==> src/sv/sgpb_pkg.sv <==
// ----------------------------------------------------------------------------
// sgpb_pkg
// Shared types and constants for the subpixel glyph pixel blend pipeline.
// ----------------------------------------------------------------------------
package sgpb_pkg;

  // field widths
  localparam int LX_W        = 12;  // local_x field on the stream
  localparam int X_BITS      = 12;  // bits of local_x that are used
  localparam int GLYPH_WIDTH = 8;   // columns present in a glyph row
  localparam int ROW_W       = 8;   // glyph row field width
  localparam int CH_W        = 8;   // colour channel width
  localparam int INV_W       = 16;  // inverse scale, Q4.12
  localparam int INV_FRAC    = 12;
  localparam int FRAC_W      = 8;   // subpixel offsets, Q0.8
  localparam int PROD_W      = X_BITS + INV_W;
  localparam int IDX_W       = PROD_W - INV_FRAC;
  localparam int WGT_W       = 2 * FRAC_W + 1;  // Q0.16 weight, up to 1.0
  localparam int COV_W       = WGT_W;
  localparam int MIX_W       = CH_W + COV_W;
  localparam int CFG_IDX_W   = 3;
  localparam int CFG_DATA_W  = INV_W;

  // coverage thresholds in Q0.16
  // skip when 100*c <= 65536, i.e. c <= 655
  // text when 20*c > 19*65536, i.e. c >= 62260
  localparam logic [COV_W-1:0] ONE_Q16  = COV_W'(65536);
  localparam logic [COV_W-1:0] SKIP_MAX = COV_W'(655);
  localparam logic [COV_W-1:0] TEXT_MIN = COV_W'(62260);

  typedef enum logic [1:0] {
    ACT_LEAVE = 2'd0,
    ACT_TEXT  = 2'd1,
    ACT_BLEND = 2'd2
  } action_t;

  typedef enum logic [CFG_IDX_W-1:0] {
    REG_HSCALE      = 3'd0,
    REG_FRAC_X      = 3'd1,
    REG_FRAC_Y      = 3'd2,
    REG_TEXT_RED    = 3'd3,
    REG_TEXT_GREEN  = 3'd4,
    REG_TEXT_BLUE   = 3'd5
  } cfg_reg_t;

  typedef struct packed {
    logic [CH_W-1:0] red;
    logic [CH_W-1:0] green;
    logic [CH_W-1:0] blue;
  } rgb_t;

  typedef struct packed {
    logic [INV_W-1:0]  hscale;
    logic [FRAC_W-1:0] frac_x;
    logic [FRAC_W-1:0] frac_y;
    rgb_t              text;
  } cfg_t;

  // after index stage
  typedef struct packed {
    logic [IDX_W-1:0] sx;
    logic [IDX_W-1:0] sxs;
    logic             sxs_ok;
    logic [ROW_W-1:0] row;
    logic [ROW_W-1:0] prev;
    rgb_t             bg;
  } samp_t;

  // after coverage stage
  typedef struct packed {
    logic [COV_W-1:0] cov;
    rgb_t             bg;
  } cov_t;

endpackage

==> src/sv/sgpb_index.sv <==
// ----------------------------------------------------------------------------
// sgpb_index
// Stage one: scales the column to the two horizontal glyph sample indices.
// ----------------------------------------------------------------------------
module sgpb_index
  import sgpb_pkg::*;
(
  input  logic              clk,
  input  logic              en,
  input  logic [INV_W-1:0]  hscale,
  input  logic [X_BITS-1:0] x,
  input  logic [ROW_W-1:0]  row,
  input  logic [ROW_W-1:0]  prev,
  input  rgb_t              bg,
  output samp_t             samp
);

  logic [X_BITS-1:0] x_m1;
  logic [PROD_W-1:0] prod_cur;
  logic [PROD_W-1:0] prod_left;

  always_comb begin
    x_m1      = x - X_BITS'(1);
    prod_cur  = PROD_W'(x) * PROD_W'(hscale);
    prod_left = PROD_W'(x_m1) * PROD_W'(hscale);
  end

  always_ff @(posedge clk) begin
    if (en) begin
      samp.sx   <= prod_cur[PROD_W-1:INV_FRAC];
      samp.row  <= row;
      samp.prev <= prev;
      samp.bg   <= bg;
      if (x == '0) begin
        // -inv truncates towards zero: index 0 only while the inverse scale is below one
        samp.sxs    <= '0;
        samp.sxs_ok <= (hscale[INV_W-1:INV_FRAC] == '0);
      end else begin
        samp.sxs    <= prod_left[PROD_W-1:INV_FRAC];
        samp.sxs_ok <= 1'b1;
      end
    end
  end

endmodule

==> src/sv/sgpb_coverage.sv <==
// ----------------------------------------------------------------------------
// sgpb_coverage
// Stage two: picks the four glyph bits and sums their bilinear weights.
// ----------------------------------------------------------------------------
module sgpb_coverage
  import sgpb_pkg::*;
(
  input  logic  clk,
  input  logic  en,
  input  cfg_t  cfg,
  input  samp_t samp,
  output cov_t  cov
);

  logic [FRAC_W:0]    ifx, ify, fx, fy;
  logic [WGT_W:0]     p_cc, p_cl, p_pc, p_pl;
  logic [WGT_W-1:0]   w_cc, w_cl, w_pc, w_pl;   // row/prev x current/left column
  logic               b_cc, b_cl, b_pc, b_pl;
  logic [COV_W+1:0]   sum;

  function automatic logic bit_at(input logic [ROW_W-1:0] r, input logic ok,
                                  input logic [IDX_W-1:0] idx);
    logic b;
    b = 1'b0;
    for (int i = 0; i < ROW_W; i++) begin
      if (ok && (i < GLYPH_WIDTH) && (idx == IDX_W'(i))) b = r[i];
    end
    return b;
  endfunction

  always_comb begin
    fx   = {1'b0, cfg.frac_x};
    fy   = {1'b0, cfg.frac_y};
    ifx  = (FRAC_W+1)'(1 << FRAC_W) - fx;
    ify  = (FRAC_W+1)'(1 << FRAC_W) - fy;
    p_cc = (WGT_W+1)'(ifx) * (WGT_W+1)'(ify);
    p_cl = (WGT_W+1)'(fx) * (WGT_W+1)'(ify);
    p_pc = (WGT_W+1)'(ifx) * (WGT_W+1)'(fy);
    p_pl = (WGT_W+1)'(fx) * (WGT_W+1)'(fy);
  end

  // weights follow the config registers in the next cycle, through a register with no enable
  always_ff @(posedge clk) begin
    w_cc <= p_cc[WGT_W-1:0];
    w_cl <= p_cl[WGT_W-1:0];
    w_pc <= p_pc[WGT_W-1:0];
    w_pl <= p_pl[WGT_W-1:0];
  end

  always_comb begin
    b_cc = bit_at(samp.row,  1'b1,        samp.sx);
    b_cl = bit_at(samp.row,  samp.sxs_ok, samp.sxs);
    b_pc = bit_at(samp.prev, 1'b1,        samp.sx);
    b_pl = bit_at(samp.prev, samp.sxs_ok, samp.sxs);
    sum  = (b_cc ? (COV_W+2)'(w_cc) : '0) + (b_cl ? (COV_W+2)'(w_cl) : '0)
         + (b_pc ? (COV_W+2)'(w_pc) : '0) + (b_pl ? (COV_W+2)'(w_pl) : '0);
  end

  always_ff @(posedge clk) begin
    if (en) begin
      cov.cov <= sum[COV_W-1:0];
      cov.bg  <= samp.bg;
    end
  end

endmodule

==> src/sv/sgpb_mix.sv <==
// ----------------------------------------------------------------------------
// sgpb_mix
// Stages three and four: classifies coverage and blends background to text.
// ----------------------------------------------------------------------------
module sgpb_mix
  import sgpb_pkg::*;
(
  input  logic    clk,
  input  logic    en_mul,
  input  logic    en_out,
  input  rgb_t    text,
  input  cov_t    cov,
  output action_t action,
  output rgb_t    color
);

  logic [COV_W-1:0] inv_cov;
  action_t          act_mul;
  logic [MIX_W-1:0] bg_r, bg_g, bg_b, fg_r, fg_g, fg_b;
  logic [MIX_W:0]   sum_r, sum_g, sum_b;
  rgb_t             blend;

  assign inv_cov = ONE_Q16 - cov.cov;

  always_ff @(posedge clk) begin
    if (en_mul) begin
      if (cov.cov <= SKIP_MAX) begin
        act_mul <= ACT_LEAVE;
      end else if (cov.cov >= TEXT_MIN) begin
        act_mul <= ACT_TEXT;
      end else begin
        act_mul <= ACT_BLEND;
      end
      bg_r <= MIX_W'(cov.bg.red)   * MIX_W'(inv_cov);
      bg_g <= MIX_W'(cov.bg.green) * MIX_W'(inv_cov);
      bg_b <= MIX_W'(cov.bg.blue)  * MIX_W'(inv_cov);
      fg_r <= MIX_W'(text.red)     * MIX_W'(cov.cov);
      fg_g <= MIX_W'(text.green)   * MIX_W'(cov.cov);
      fg_b <= MIX_W'(text.blue)    * MIX_W'(cov.cov);
    end
  end

  always_comb begin
    sum_r       = (MIX_W+1)'(bg_r) + (MIX_W+1)'(fg_r);
    sum_g       = (MIX_W+1)'(bg_g) + (MIX_W+1)'(fg_g);
    sum_b       = (MIX_W+1)'(bg_b) + (MIX_W+1)'(fg_b);
    blend.red   = sum_r[CH_W+16-1:16];
    blend.green = sum_g[CH_W+16-1:16];
    blend.blue  = sum_b[CH_W+16-1:16];
  end

  always_ff @(posedge clk) begin
    if (en_out) begin
      action <= act_mul;
      unique case (act_mul)
        ACT_TEXT:  color <= text;
        ACT_BLEND: color <= blend;
        default:   color <= '0;
      endcase
    end
  end

endmodule

==> src/sv/subpixel_glyph_pixel_blend.sv <==
// ----------------------------------------------------------------------------
// subpixel_glyph_pixel_blend
// Blends one destination pixel of a scaled, subpixel-placed 1-bit glyph.
// ----------------------------------------------------------------------------
// Input stream s_axis carries one destination pixel per transaction: the
// column inside the glyph box, the two sampled glyph rows and the background
// colour. Output stream m_axis returns one transaction per input: the action
// (leave, write text colour, write blend) in tuser and the colour in tdata.
// Configuration registers (inverse scale, subpixel offsets, text colour) are
// written through cfg_wr_en/cfg_index/cfg_wr_data; the user must write them
// only while the stream is idle, as the block itself does not enforce it.
// Four register stages: index multiply, coverage sum, blend multiply, output.
// One pixel per cycle is accepted and delivered while the output is not stalled.
// Each stage holds its own valid bit and loads whenever it is empty or the
// next stage moves, so bubbles close up and a stalled output keeps accepting
// until all four stages are full; nothing is lost or repeated under stall.
// Synchronous reset clears the valid bits and loads the register reset values
// (scale 1.0, zero offsets, white text).
// ----------------------------------------------------------------------------
module subpixel_glyph_pixel_blend
  import sgpb_pkg::*;
(
  input  logic                  clk,
  input  logic                  rst,
  // [11:0] local_x, [19:12] row, [27:20] prev_row,
  // [35:28] bg_red, [43:36] bg_green, [51:44] bg_blue, rest zero
  input  logic [55:0]           s_axis_tdata,
  input  logic                  s_axis_tvalid,
  output logic                  s_axis_tready,
  // [7:0] out_red, [15:8] out_green, [23:16] out_blue
  output logic [23:0]           m_axis_tdata,
  // [1:0] action
  output logic [1:0]            m_axis_tuser,
  output logic                  m_axis_tvalid,
  input  logic                  m_axis_tready,
  input  logic                  cfg_wr_en,
  input  logic [CFG_IDX_W-1:0]  cfg_index,
  input  logic [CFG_DATA_W-1:0] cfg_wr_data
);

  cfg_t    cfg;
  logic    v1, v2, v3, v4;
  logic    rdy1, rdy2, rdy3, rdy4;
  rgb_t    bg_in;
  samp_t   samp;
  cov_t    cov;
  action_t action;
  rgb_t    color;

  always_ff @(posedge clk) begin
    if (rst) begin
      cfg.hscale <= INV_W'(4096);
      cfg.frac_x <= '0;
      cfg.frac_y <= '0;
      cfg.text   <= '1;
    end else if (cfg_wr_en) begin
      unique case (cfg_reg_t'(cfg_index))
        REG_HSCALE:      cfg.hscale     <= cfg_wr_data[INV_W-1:0];
        REG_FRAC_X:      cfg.frac_x     <= cfg_wr_data[FRAC_W-1:0];
        REG_FRAC_Y:      cfg.frac_y     <= cfg_wr_data[FRAC_W-1:0];
        REG_TEXT_RED:    cfg.text.red   <= cfg_wr_data[CH_W-1:0];
        REG_TEXT_GREEN:  cfg.text.green <= cfg_wr_data[CH_W-1:0];
        REG_TEXT_BLUE:   cfg.text.blue  <= cfg_wr_data[CH_W-1:0];
        default: ;
      endcase
    end
  end

  // per-stage load enables
  always_comb begin
    rdy4 = !v4 || m_axis_tready;
    rdy3 = !v3 || rdy4;
    rdy2 = !v2 || rdy3;
    rdy1 = !v1 || rdy2;
  end

  assign s_axis_tready = rdy1;

  always_ff @(posedge clk) begin
    if (rst) begin
      v1 <= 1'b0;
      v2 <= 1'b0;
      v3 <= 1'b0;
      v4 <= 1'b0;
    end else begin
      if (rdy1) v1 <= s_axis_tvalid;
      if (rdy2) v2 <= v1;
      if (rdy3) v3 <= v2;
      if (rdy4) v4 <= v3;
    end
  end

  assign bg_in.red   = s_axis_tdata[35:28];
  assign bg_in.green = s_axis_tdata[43:36];
  assign bg_in.blue  = s_axis_tdata[51:44];

  sgpb_index u_index (
    .clk    (clk),
    .en     (rdy1),
    .hscale (cfg.hscale),
    .x      (s_axis_tdata[X_BITS-1:0]),
    .row    (s_axis_tdata[19:12]),
    .prev   (s_axis_tdata[27:20]),
    .bg     (bg_in),
    .samp   (samp)
  );

  sgpb_coverage u_coverage (
    .clk  (clk),
    .en   (rdy2),
    .cfg  (cfg),
    .samp (samp),
    .cov  (cov)
  );

  sgpb_mix u_mix (
    .clk    (clk),
    .en_mul (rdy3),
    .en_out (rdy4),
    .text   (cfg.text),
    .cov    (cov),
    .action (action),
    .color  (color)
  );

  assign m_axis_tvalid = v4;
  assign m_axis_tuser  = action;
  assign m_axis_tdata  = {color.blue, color.green, color.red};

endmodule
==> config.mk <==
export PLATFORM = sky130hd
export DESIGN_NAME = subpixel_glyph_pixel_blend
export DESIGN_NICKNAME = d
export VERILOG_FILES = /design/src/sv/sgpb_pkg.sv /design/src/sv/sgpb_index.sv /design/src/sv/sgpb_coverage.sv /design/src/sv/sgpb_mix.sv /design/src/sv/subpixel_glyph_pixel_blend.sv
export SDC_FILE = /design/constraint.sdc
export NUM_CORES = 2
export LEC_CHECK = 0
export BUFFER_PORTS_ARGS = -buffer_cell sky130_fd_sc_hd__buf_2
export CAP_MARGIN = 15
export CORE_MARGIN = 1.5
export CORE_UTILIZATION = 45
export DETAILED_ROUTE_END_ITERATION = 10
export GPL_ROUTABILITY_DRIVEN = 0
export SYNTH_ARGS = -nofsm -noshare
export SYNTH_HDL_FRONTEND = slang
export SYNTH_SLANG_ARGS = --single-unit
==> constraint.sdc <==
create_clock -name clk -period 16.45 [get_ports clk]
set_input_delay 0.8225 -clock clk [delete_from_list [all_inputs] [get_ports clk]]
set_output_delay 0.8225 -clock clk [all_outputs]
set_load 0.1 [all_outputs]
==> metrics.md <==
| Metric | Value |
|---|---|
| Clk_lat worst skew | `680 ps` |
| Post-route clock period utilization | `0.4549` |
| Site row count | `between 100 and 150` |
| Max Slew Vio Count | `0` |
| Critical Path RT | `16840 ps` |
| FF-to-FF path depth | `21` |
| Die W | `371.3 um` |
| Maximum capacitance violations | `0` |
| Final hold slack | `317.0 ps` |
| Setup TNS | `0 ps` |
| Via density | `5.231` |
| Pin count of the biggest net entering global routing | `85` |
| Postcts setup bufs | `0` |
| Syn_nets | `between 8k and 9k` |
| Clock skew | `roughly 44 ps` |
| Area Growth Syn to Fin | `7.239%` |
| Synth Cell Area | `approximately 60000 um2` |
| Fin. Hold Viols | `0` |
| Clock transition at path regs | `60 ps` |
| Synth top area cells | `fa_1 (33%), edfxtp_1 (14%), ha_1 (13%)` |
| Least-Margin Pin Slew | `1081 ps` |
| Worst Hold Depth | `1` |
| GRT Total Usage | `0.2260` |
| Design area | `65450 um2` |
| Initial DRC count | `between 2k and 2.5k` |
| Synth unique cells | `75` |
| Dpl hpwl | `113900 um` |
| IO Pins | `between 100 and 150` |
| FF+latch count, synth | `410` |
| Total Nets Final | `8177` |
| First-pass GRT wire length | `~250000 um` |
| Core ar. | `134000 um2` |
| Leakage power | `30.70 nW` |
| Async SR Flop Fraction | `0` |
| Routed Antenna Nets | `0` |
| Placed Area | `63600 um2` |
| Cell accounting for the most synthesized area | `fa_1` |
| Synth warn | `0` |
| DR WL/cell | `about 18 um` |
| H-tree Lvls | `2` |
| Detailed-route via count | `~43k` |
| CTS Buf Count | `55` |
| Worst min path class | `in2reg` |
| Cells after Synth | `roughly 6.5k` |
| Top FF cell, synth | `edfxtp_1` |
| Unrepaired setup endpoints after global routing | `false` |
| Crit path DAT | `7880 ps` |
| Pwr Density | `48.97 nW/um2` |
| Vias in the first global route | `~46k` |
| Fmax | `133.6 MHz` |
| Pre-CTS WS | `around 8300 ps` |
| Final setup margin | `8966 ps` |
| Die footprint | `between 100000 and 150000 um2` |
| TritonCTS Sinks | `410` |
| Maximum clock path buffer count | `3` |
| # DRC | `0` |
| Crit Path Max Fanout | `19` |
| Setup CP Type | `in2reg` |
| IO buf count | `a little over 100` |
| Max-slew headroom | `0.2791` |
| DRT Pass-1 Iters | `8` |
| TritonCTS clock tree | `yes` |
| Post-synth EDFFs | `286` |
| Overflow after GRT | `0` |
| Critical Path End Type | `flop` |
| Max VDD drop | `0.00008051 V` |
| Synth top area share | `0.3323` |
| Initial antenna violation count | `5` |
| Final Critical Period | `about 7500 ps` |
| Starting density of the core | `0.4556` |
| Outcome | `finished, final reports clean` |
| Count of hold-fix buffers inserted at cts | `0` |
| Layout cell share with drive strength beyond 1 | `0.05435` |
| CTS root buf | `clkbuf_16` |
| Post-Route WL | `150100 um` |
| Endpoints failing setup | `0` |
| Sequential area share after synthesis | `0.1814` |
| Post-Syn Area per Cell | `9.398 um2` |
| CP startpoint kind | `input pin` |
| Die height | `371.3 um` |
| CTS resizes | `0` |
per-layer routing:
metal / track usage / wire length (um) / up-vias
met5: 0 / 0 / -
met4: 0.06468 / 4433 / 0
met3: 0.02350 / 6475 / 219
met2: 0.4046 / 75250 / 861
met1: 0.2877 / 63980 / 22130
li1: - / - / 20120
flip-flops by register name (all words and copies together) (netlist names):
register,flops
cfg,56
m_axis_tvalid,1
u_coverage.cov,41
u_coverage.w_cc,17
u_coverage.w_cl,16
u_coverage.w_pc,16
u_coverage.w_pl,15
u_index.samp,73
u_mix.act_mul,2
u_mix.action,2
u_mix.bg_b,24
u_mix.bg_g,24
u_mix.bg_r,24
u_mix.color,24
u_mix.fg_b,24
u_mix.fg_g,24
u_mix.fg_r,24
v1,1
v2,1
v3,1
cell families after synthesis:
kind of cell	after synthesis	share of synthesized area
xor gates and xnor gates	272	0.03916
adders and majority gates	1631	0.4590
DFF	410	0.1814
and+or+nand+nor	2263	0.1782
AOI/OAI and AO/OA	505	0.05330
buffers and inverters	1405	0.08665
muxes	8	0.002337
path summary, 6_finish.rpt:
| path | slack [ps] | from | to |
|---|---|---|---|
| hold / removal | 320 | s_axis_tdata[24] | u_index.samp[28] |
| setup reg to reg | 9100 | u_coverage.cov[24] | u_mix.bg_b[22] |
| setup / recovery | 8970 | s_axis_tdata[0] | u_index.samp[56] |
| hold reg to reg | 410 | u_index.samp[20] | u_coverage.cov[20] |
synthesized netlist by cell type, types with 14 or more instances:
cell and number:
a21oi_1 163, o211ai_1 19, a31oi_1 14, a21o_1 32, clkbuf_1 265, nor2_1 211
and2_1 634, buf_1 22, nor2b_1 44, xor2_1 63, nand4_1 14, o21bai_1 15
inv_1 1111, and3_1 27, xnor2_1 208, or3_1 19, o31ai_1 15, dfxtp_1 124
ha_1 618, o21ai_0 100, a211oi_1 17, nor3_1 78, o21a_1 32, nand3b_1 32
nand2b_1 28, nand2_1 1086, nand3_1 46, fa_1 1013, edfxtp_1 286
critical path: stages:
cell	delay, ps
buf_2	280
inv_1	540
ha_1	330
nand2_1	130
or3_1	350
xnor2_1	130
buf_4	210
and2_1	190
fa_1	520
fa_1	430
fa_1	480
fa_1	510
inv_1	50
fa_1	490
inv_1	50
ha_1	240
or2_2	310
a211oi_1	620
o31a_1	350
o211ai_1	190
a41o_1	290
a21oi_1	170
xnor2_1	130
nor2_1	50
stage by stage:
step | total power, mW | utilization | cells
2_1_floorplan | 1.756 | - | 6494
3_3_place_gp | 1.973 | 0.4747 | 8177
3_5_place_dp | 1.984 | 0.4747 | 8177
4_1_cts | 3.254 | 0.4886 | 8281
5_1_grt | 3.382 | 0.4886 | 8281
6_report | 3.205 | 0.4886 | 8282
report_power, final:
part | switching (mW) | leakage (nW) | internal, mW
sequential | 0.0770 | 4.33 | 1.19
combinational | 0.417 | 25.5 | 0.280
clock | 0.527 | 0.906 | 0.715
cell type report:
class / instances / area (um2)
Antenna cell: 1 / 2.502
Clock buffer: 68 / 1496
Clock inverter: 36 / 356.6
Fill cell: 12520 / 68510
Inverter: 1111 / 4170
Multi-Input combinational cell: 4679 / 44830
Sequential cell: 410 / 11070
Tap cell: 1768 / 2212
Timing Repair Buffer: 209 / 1311
cell usage in the layout (no fill, tap or decap), types with 12 or more instances in the layout:
cell type | Yosys | layout
nand2_1 | 1086 | 1084
dfxtp_1 | 124 | 124
buf_4 | 0 | 106
nand4_1 | 14 | 14
nand3b_1 | 32 | 32
o211ai_1 | 19 | 19
and3_1 | 27 | 27
edfxtp_1 | 286 | 286
xnor2_2 | 1 | 13
nor3_1 | 78 | 78
xor2_1 | 63 | 61
or3_1 | 19 | 19
xnor2_1 | 208 | 194
buf_2 | 6 | 103
o31ai_1 | 15 | 15
o21bai_1 | 15 | 15
clkbuf_16 | 0 | 56
nor2b_1 | 44 | 44
inv_1 | 1111 | 1110
nand3_1 | 46 | 46
a21oi_1 | 163 | 163
o21a_1 | 32 | 32
and2_1 | 634 | 634
o21ai_0 | 100 | 100
nor2_1 | 211 | 211
o41ai_1 | 13 | 13
a31oi_1 | 14 | 14
a21o_1 | 32 | 32
nor4_1 | 12 | 12
a21boi_0 | 13 | 13
nand2b_1 | 28 | 28
a211oi_1 | 17 | 17
fa_1 | 1013 | 1013
ha_1 | 618 | 618
No activity file was read; power rests on OpenSTA's default activity.
